--- src/sv/i2c_master_bit_sequencer_assert.svh ---
// Assertion macros for the I2C bit sequencer.
// IMP checks a same-cycle implication, NEXT checks the cycle after.
`ifndef I2C_MASTER_BIT_SEQUENCER_ASSERT_SVH
`define I2C_MASTER_BIT_SEQUENCER_ASSERT_SVH
`ifndef SYNTHESIS
`define I2CBS_ASSERT_IMP(lbl, clk, rst, ante, cons, msg) \
  lbl: assert property (@(posedge clk) disable iff (rst) (ante) |-> (cons)) \
    else $error(msg);
`define I2CBS_ASSERT_NEXT(lbl, clk, rst, ante, cons, msg) \
  lbl: assert property (@(posedge clk) disable iff (rst) (ante) |=> (cons)) \
    else $error(msg);
`else
`define I2CBS_ASSERT_IMP(lbl, clk, rst, ante, cons, msg)
`define I2CBS_ASSERT_NEXT(lbl, clk, rst, ante, cons, msg)
`endif
`endif

--- src/sv/i2cbs_pkg.sv ---
package i2cbs_pkg;

  localparam int unsigned TICK_W = 10;
  localparam int unsigned STEP_W = 5;

  localparam logic [2:0] CMD_TICK  = 3'd0;
  localparam logic [2:0] CMD_START = 3'd1;
  localparam logic [2:0] CMD_STOP  = 3'd2;
  localparam logic [2:0] CMD_WRITE = 3'd3;
  localparam logic [2:0] CMD_READ  = 3'd4;

  localparam logic [TICK_W-1:0] PHASE_TICKS_RESET = 10'd10;

  typedef struct packed {
    logic [2:0] command;
    logic [7:0] byte_data;
    logic       last_byte;
    logic       sda_in;
  } item_t;

  typedef struct packed {
    logic       scl;
    logic       sda_level;
    logic       sda_drive;
    logic       busy_res;
    logic       done_res;
    logic       ack_ok;
    logic [7:0] read_byte;
    logic       command_ignored;
  } result_t;

endpackage

--- src/sv/i2cbs_core.sv ---
module i2cbs_core (
  input  logic                        clk,
  input  logic                        rst,
  input  logic                        cfg_we,
  input  logic [i2cbs_pkg::TICK_W-1:0] cfg_data,
  input  logic                        fire,
  input  i2cbs_pkg::item_t            item,
  output i2cbs_pkg::result_t          res
);
  import i2cbs_pkg::*;

  `include "i2c_master_bit_sequencer_assert.svh"

  localparam logic [STEP_W-1:0] WR_ACK_STEP  = 5'd24;
  localparam logic [STEP_W-1:0] WR_SMP_STEP  = 5'd25;
  localparam logic [STEP_W-1:0] WR_END_STEP  = 5'd26;
  localparam logic [STEP_W-1:0] WR_STOP_STEP = 5'd27;
  localparam logic [STEP_W-1:0] WR_LAST_STEP = 5'd30;
  localparam logic [STEP_W-1:0] RD_LAST_STEP = 5'd15;
  localparam logic [STEP_W-1:0] SS_LAST_STEP = 5'd3;

  typedef enum logic [4:0] {
    OP_IDLE  = 5'b00001,
    OP_START = 5'b00010,
    OP_STOP  = 5'b00100,
    OP_WRITE = 5'b01000,
    OP_READ  = 5'b10000
  } op_t;

  typedef struct packed {
    logic scl;
    logic sda;
    logic drv;
  } line_t;

  typedef struct packed {
    line_t      lines;
    logic [7:0] shift;
  } phase_t;

  function automatic line_t stop_lines(logic [1:0] k, line_t ln);
    line_t r;
    r = ln;
    r.drv = 1'b1;
    unique case (k)
      2'd0: r.sda = 1'b0;
      2'd1: r.scl = 1'b1;
      2'd2: r.sda = 1'b1;
      default: r.scl = 1'b0;
    endcase
    return r;
  endfunction

  // Line update at the start of a phase.
  function automatic phase_t enter_phase(op_t op, logic [STEP_W-1:0] s, logic [1:0] k3,
                                         logic [7:0] shift, line_t ln);
    phase_t            r;
    logic [STEP_W-1:0] sk;
    r.lines = ln;
    r.shift = shift;
    sk = s - WR_STOP_STEP;
    unique case (op)
      OP_START: begin
        r.lines.drv = 1'b1;
        unique case (s[1:0])
          2'd0: r.lines.sda = 1'b1;
          2'd1: r.lines.scl = 1'b1;
          2'd2: r.lines.sda = 1'b0;
          default: r.lines.scl = 1'b0;
        endcase
      end
      OP_STOP: r.lines = stop_lines(s[1:0], ln);
      OP_WRITE: begin
        if (s < WR_ACK_STEP) begin
          r.lines.drv = 1'b1;
          if (k3 == 2'd0) begin
            r.lines.sda = shift[7];
            r.shift = {shift[6:0], 1'b0};
          end else if (k3 == 2'd1) begin
            r.lines.scl = 1'b1;
          end else begin
            r.lines.scl = 1'b0;
          end
        end else if (s == WR_ACK_STEP) begin
          r.lines.sda = 1'b1;
          r.lines.drv = 1'b1;
        end else if (s == WR_SMP_STEP) begin
          r.lines.scl = 1'b1;
          r.lines.drv = 1'b0;
        end else if (s == WR_END_STEP) begin
          r.lines.scl = 1'b0;
          r.lines.drv = 1'b1;
        end else begin
          r.lines = stop_lines(sk[1:0], ln);
        end
      end
      OP_READ: begin
        if (!s[0]) begin
          r.lines.scl = 1'b0;
          r.lines.sda = 1'b1;
          r.lines.drv = 1'b1;
        end else begin
          r.lines.scl = 1'b1;
          r.lines.drv = 1'b0;
        end
      end
      default: ;
    endcase
    return r;
  endfunction

  function automatic op_t cmd_to_op(logic [2:0] cmd);
    op_t r;
    unique case (cmd)
      CMD_START: r = OP_START;
      CMD_STOP:  r = OP_STOP;
      CMD_WRITE: r = OP_WRITE;
      CMD_READ:  r = OP_READ;
      default:   r = OP_IDLE;
    endcase
    return r;
  endfunction

  logic [TICK_W-1:0] phase_ticks;
  logic [TICK_W-1:0] tick_count, tick_count_next;
  logic [STEP_W-1:0] step_index, step_index_next;
  logic [1:0]        bit_phase, bit_phase_next;
  op_t               op, op_next;
  logic [7:0]        shift_reg, shift_reg_next;
  logic              stop_pending, stop_pending_next;
  line_t             lines, lines_next;
  logic              ack_flag, ack_flag_next;
  logic [7:0]        read_reg, read_reg_next;

  logic              is_cmd;
  logic              finish;
  logic              done;
  logic              ignored;
  logic [TICK_W-1:0] len;
  logic [TICK_W-1:0] tick_inc;
  phase_t            ep;

  assign is_cmd   = (item.command >= CMD_START) && (item.command <= CMD_READ);
  assign len      = (phase_ticks == '0) ? TICK_W'(1) : phase_ticks;
  assign tick_inc = tick_count + TICK_W'(1);

  always_comb begin
    tick_count_next   = tick_count;
    step_index_next   = step_index;
    bit_phase_next    = bit_phase;
    op_next           = op;
    shift_reg_next    = shift_reg;
    stop_pending_next = stop_pending;
    lines_next        = lines;
    ack_flag_next     = ack_flag;
    read_reg_next     = read_reg;
    finish            = 1'b0;
    done              = 1'b0;
    ignored           = 1'b0;
    ep                = '0;
    if (op == OP_IDLE) begin
      if (is_cmd) begin
        op_next         = cmd_to_op(item.command);
        step_index_next = '0;
        tick_count_next = '0;
        bit_phase_next  = 2'd0;
        if (item.command == CMD_WRITE) begin
          shift_reg_next    = item.byte_data;
          stop_pending_next = item.last_byte;
        end else begin
          shift_reg_next    = '0;
          stop_pending_next = 1'b0;
        end
        ep             = enter_phase(op_next, '0, 2'd0, shift_reg_next, lines);
        lines_next     = ep.lines;
        shift_reg_next = ep.shift;
      end
    end else if (is_cmd) begin
      ignored = 1'b1;
    end else if (tick_inc >= len) begin
      tick_count_next = '0;
      // close the current phase
      unique case (op)
        OP_START, OP_STOP: finish = (step_index >= SS_LAST_STEP);
        OP_WRITE: begin
          if (step_index == WR_SMP_STEP) ack_flag_next = ~item.sda_in;
          if ((step_index == WR_END_STEP) && !stop_pending && ack_flag) finish = 1'b1;
          if (step_index >= WR_LAST_STEP) finish = 1'b1;
        end
        OP_READ: begin
          if (step_index[0]) shift_reg_next = {shift_reg[6:0], item.sda_in};
          if (step_index >= RD_LAST_STEP) begin
            read_reg_next  = shift_reg_next;
            lines_next.scl = 1'b0;
            lines_next.drv = 1'b1;
            finish         = 1'b1;
          end
        end
        default: finish = 1'b1;
      endcase
      if (finish) begin
        op_next           = OP_IDLE;
        step_index_next   = '0;
        stop_pending_next = 1'b0;
        done              = 1'b1;
      end else begin
        step_index_next = step_index + STEP_W'(1);
        bit_phase_next  = (bit_phase == 2'd2) ? 2'd0 : bit_phase + 2'd1;
        ep              = enter_phase(op, step_index_next, bit_phase_next, shift_reg_next,
                                      lines_next);
        lines_next      = ep.lines;
        shift_reg_next  = ep.shift;
      end
    end else begin
      tick_count_next = tick_inc;
    end
  end

  always_comb begin
    res.scl             = lines_next.scl;
    res.sda_level       = lines_next.sda;
    res.sda_drive       = lines_next.drv;
    res.busy_res        = (op_next != OP_IDLE);
    res.done_res        = done;
    res.ack_ok          = ack_flag_next;
    res.read_byte       = read_reg_next;
    res.command_ignored = ignored;
  end

  always_ff @(posedge clk) begin
    if (rst) begin
      phase_ticks <= PHASE_TICKS_RESET;
    end else if (cfg_we) begin
      phase_ticks <= cfg_data;
    end
  end

  always_ff @(posedge clk) begin
    if (rst) begin
      tick_count   <= '0;
      step_index   <= '0;
      bit_phase    <= 2'd0;
      op           <= OP_IDLE;
      shift_reg    <= '0;
      stop_pending <= 1'b0;
      lines        <= '{scl: 1'b0, sda: 1'b1, drv: 1'b1};
      ack_flag     <= 1'b0;
      read_reg     <= '0;
    end else if (fire) begin
      tick_count   <= tick_count_next;
      step_index   <= step_index_next;
      bit_phase    <= bit_phase_next;
      op           <= op_next;
      shift_reg    <= shift_reg_next;
      stop_pending <= stop_pending_next;
      lines        <= lines_next;
      ack_flag     <= ack_flag_next;
      read_reg     <= read_reg_next;
    end
  end

  `I2CBS_ASSERT_NEXT(a_done_idle, clk, rst, fire && res.done_res, op == OP_IDLE, "done without return to idle")
  `I2CBS_ASSERT_NEXT(a_ignored_hold, clk, rst, fire && res.command_ignored, $stable(tick_count) && $stable(step_index), "dropped command moved the sequencer")
  `I2CBS_ASSERT_IMP(a_idle_step, clk, rst, op == OP_IDLE, step_index == '0 && !stop_pending, "idle with live step state")
  `I2CBS_ASSERT_IMP(a_read_range, clk, rst, op == OP_READ, step_index <= RD_LAST_STEP, "read step out of range")

endmodule

--- src/sv/i2c_master_bit_sequencer.sv ---
// Channel   Direction  Payload
// s_axis    in         tuser: command[2:0]; tlast: last_byte; tdata: byte_data, sda_in
// m_axis    out        tdata: line levels, status, read_byte, command_ignored
// cfg       in         data: phase_ticks[9:0]
//
// One item per cycle while the output is not stalled: an input register feeds
// the sequencer logic, whose result lands in the output register on the same
// edge the state advances. Synchronous reset clears all control state;
// phase_ticks returns to 10. A stalled output holds the input register;
// the input side then takes one more item only if the input register is empty.
module i2c_master_bit_sequencer (
  input  logic        clk,
  input  logic        rst,
  input  logic        s_axis_tvalid,
  output logic        s_axis_tready,
  input  logic [15:0] s_axis_tdata,  // byte_data[7:0], sda_in[8], zero pad
  input  logic [2:0]  s_axis_tuser,  // command[2:0]
  input  logic        s_axis_tlast,  // last_byte
  output logic        m_axis_tvalid,
  input  logic        m_axis_tready,
  // scl[0], sda_level[1], sda_drive[2], busy_res[3], done_res[4], ack_ok[5],
  // read_byte[13:6], command_ignored[14], zero pad
  output logic [15:0] m_axis_tdata,
  input  logic        cfg_valid,
  output logic        cfg_ready,
  input  logic [9:0]  cfg_data
);
  import i2cbs_pkg::*;

  logic    in_valid;
  item_t   in_item;
  logic    fire;
  result_t res;
  result_t out_res;

  assign fire          = in_valid && (!m_axis_tvalid || m_axis_tready);
  assign s_axis_tready = !in_valid || fire;
  assign cfg_ready     = 1'b1;

  always_ff @(posedge clk) begin
    if (rst) begin
      in_valid <= 1'b0;
    end else if (s_axis_tready) begin
      in_valid <= s_axis_tvalid;
    end
  end

  always_ff @(posedge clk) begin
    if (s_axis_tready && s_axis_tvalid) begin
      in_item.command   <= s_axis_tuser;
      in_item.byte_data <= s_axis_tdata[7:0];
      in_item.last_byte <= s_axis_tlast;
      in_item.sda_in    <= s_axis_tdata[8];
    end
  end

  i2cbs_core u_core (
    .clk      (clk),
    .rst      (rst),
    .cfg_we   (cfg_valid && cfg_ready),
    .cfg_data (cfg_data),
    .fire     (fire),
    .item     (in_item),
    .res      (res)
  );

  // hold the result until the transfer completes
  always_ff @(posedge clk) begin
    if (rst) begin
      m_axis_tvalid <= 1'b0;
    end else if (!m_axis_tvalid || m_axis_tready) begin
      m_axis_tvalid <= in_valid;
    end
  end

  always_ff @(posedge clk) begin
    if (fire) begin
      out_res <= res;
    end
  end

  assign m_axis_tdata = {1'b0, out_res.command_ignored, out_res.read_byte, out_res.ack_ok,
                         out_res.done_res, out_res.busy_res, out_res.sda_drive,
                         out_res.sda_level, out_res.scl};

endmodule

--- config.mk ---
export PLATFORM = sky130hd
export DESIGN_NAME = i2c_master_bit_sequencer
export DESIGN_NICKNAME = d
export VERILOG_FILES = /design/src/sv/i2cbs_pkg.sv /design/src/sv/i2cbs_core.sv /design/src/sv/i2c_master_bit_sequencer.sv
export VERILOG_INCLUDE_DIRS = /design/src /design/src/sv
export SDC_FILE = /design/constraint.sdc
export NUM_CORES = 1
export LEC_CHECK = 0
export BUFFER_PORTS_ARGS = -buffer_cell sky130_fd_sc_hd__buf_2
export CORE_ASPECT_RATIO = 0.8
export CORE_MARGIN = 5
export CORE_UTILIZATION = 30
export DETAILED_ROUTE_END_ITERATION = 8
export GPL_TIMING_DRIVEN = 0
export PLACE_DENSITY = 0.5
export SYNTH_ARGS = -nofsm -noshare
export SYNTH_HDL_FRONTEND = slang
export SYNTH_SLANG_ARGS = --single-unit
--- constraint.sdc ---
create_clock -name clk -period 8.78 [get_ports clk]
set_input_delay 1.317 -clock clk [delete_from_list [all_inputs] [get_ports clk]]
set_output_delay 1.317 -clock clk [all_outputs]
set_load 0.01 [all_outputs]
==> metrics.csv <==
metric,value,unit
status,"complete, no violations",
totalWireLength,11.9,mm
gp_congestion,0.934,
syn-num-nets,529,
crit_start,u_core.tick_count[0],
grt_pass1_wl,19.2,mm
ys_top_cells_by_area,"dfxtp_1, edfxtp_1, ha_1",
start_util,30.9,%
fin_crit,3.89,ns
drc_errors,0,
hp-class,reg2reg,
rsz0062_at_grt,false,
power_switching,268,uW
placed_cells,704,
num_rows,39,
holdPathStages,2,
n_antenna_cell,0,
placed_area,4910,um2
p_int,649,uW
dr.pass1.iters,5,
synthTopCellsByCount,"dfxtp_1, nor2_1, a21oi_1",
r2r-start,u_core.tick_count[0],
cts.reportedPaths.clkPinSlew,0.07,ns
min_from,u_core.tick_count[9],
synth_edf_count,28,
vias,3712,
seqPwrFrac,46.4,%
syn_avg_cell_area,9.36,um2
power_density,177,nW/um2
syn_inst,477,
leakagePower,0.00193,uW
setup_tns,0,ns
viasPerCell,5.16,
fin_cells,720,
nets,583,
die_x,146,um
ys.flop_type,dfxtp_1,
synth_top_area_share,24.6,%
clock_path_buffers,2,
tightest_slew,1.33,ns
drv_cap,0,
area.growth.synth_to_final,16.2,%
max_slew_margin,11.0,%
core,14400,um2
cts_buffers,9,
htree_levels,3,
wl_per_cell,16.5,um
antenna_left,0,
endpoint_kind,register,
cts_root_buffer,clkbuf_16,
grt_max_degree,25,
rr_worst_depth,13,
worstPathArrival,3.96,ns
dieArea,17400,um2
slew_violations,0,
start_kind,register,
ir_drop,0.0923,mV
critPathMaxFanout,10,
die_h,119,um
clkPwrFrac,39.3,%
post-cts-setup-buffers,0,
p_sw_share,29.2,%
cts_hold_buf,0,
drive_gt1_share,15.7,%
fmax,0.257,GHz
cts-resized-gates,0,
required,8.85,ns
skew,0.00519,ns
comb_power_share,14.3,%
synth_seq_cells,83,
grt_usage,13.6,%
yosysWarningCount,0,
netlist_area,4470,um2
hold_viol,0,
async_reset_ff_share,0,%
cts.sinks,83,
antenna_found_initial,0,
tritoncts,done,
io_buffers,43,
setup_viol_count_final,0,
grt_overflow,0,
dp_hpwl,8.91,mm
largest_register_ffs,15,
drt_iter0_drc,297,
criticalPathCategory,reg2reg,
min_period_over_period,44.3,%
insertion_delay,0.34,ns
ys_seq_area_share,43.5,%
synth.distinct_cells,70,
grt_pass1_vias,3569,
ios,54,
fin_area,5190,um2
synth_area_leader_cell,dfxtp_1,
power groups by stage:
stage          registers [uW]  logic (uW)  clock network, uW
2_1_floorplan             432        87.0                  0
5_1_grt                   427         144                386
6_report                  426         131                360
3_3_place_gp              434         128                  0
3_5_place_dp              434         129                  0
4_1_cts                   425         130                373
cell usage in the layout (no fill, tap or decap), types with 6 or more instances in the layout:
master,n
nor2_1,55
dfxtp_1,55
buf_2,46
a21oi_1,40
nand2_1,33
edfxtp_1,28
o21ai_0,25
mux2i_1,21
inv_1,19
ha_1,17
clkbuf_1,12
nand3_1,10
and3_1,10
nand3b_1,10
a211oi_1,10
clkbuf_16,9
nand2b_1,8
o2bb2ai_1,8
xor2_1,7
nor3_1,7
and2_1,6
worst paths after layout:
check,end,slack [ns]
worst max-delay path,m_axis_tdata[7],4.89
worst min-delay path,u_core.tick_count[9],0.47
worst max register to register,m_axis_tdata[7],4.89
worst min register to register,u_core.tick_count[9],0.47
layer usage:
| layer | wire length, um | GRT usage (%) | vias up |
|---|---|---|---|
| met2 | 4500 | 17.7 | 119 |
| met3 | 862 | 3.64 | 16 |
| met4 | 229 | 4.47 | 0 |
| met5 | 0 | 0 | - |
| met1 | 6270 | 21.2 | 1724 |
| li1 | - | - | 1853 |
per-stage QoR:
step / total power (uW) / setup WS [ns] / util [%] / hold WS [ns]
6_report: 917 / 4.89 / 35.9 / 0.469
5_1_grt: 958 / 4.65 / 35.9 / 0.512
4_1_cts: 928 / 4.93 / 35.9 / 0.477
3_3_place_gp: 562 / 4.98 / 34.0 / 0.457
2_1_floorplan: 519 / 5.74 / - / 0.444
3_5_place_dp: 563 / 4.96 / 34.0 / 0.464
logic make-up (layout without fill, tap and decap cells):
group                      count (synthesis)  after routing  synth area share [%]
AOI/OAI and AO/OA                        128            128                  19.7
and+or+nand+nor                          171            171                  20.4
other                                      2              2                 0.168
muxes                                     23             23                  5.29
xor gates and xnor gates                  11             11                  2.16
adders and majority gates                 17             17                  4.76
DFF                                       83             83                  43.5
buffers and inverters                     42            101                  4.03
worst max-delay path, cell delays in order, from the launching register on:
cell and delay (ns):
dfxtp_1 0.44, ha_1 0.27, and3_1 0.25, and3_1 0.26, nand3_1 0.11, xnor2_1 0.30
ha_1 0.25, o21ai_0 0.09, nand2b_1 0.13, and2_1 0.21, nand3_2 0.20, nor3_2 0.51
clkbuf_1 0.42, a21oi_1 0.16
layout make-up:
class	instances	area, um2
Clock buffer	9	225
Timing Repair Buffer	43	215
Inverter	20	75.1
Multi-Input combinational cell	352	2340
Buffer	22	105
Clock inverter	7	52.6
Sequential cell	83	1940
Fill cell	1473	9250
Tap cell	184	230
Note: power is estimated with default switching activity, not from simulation.
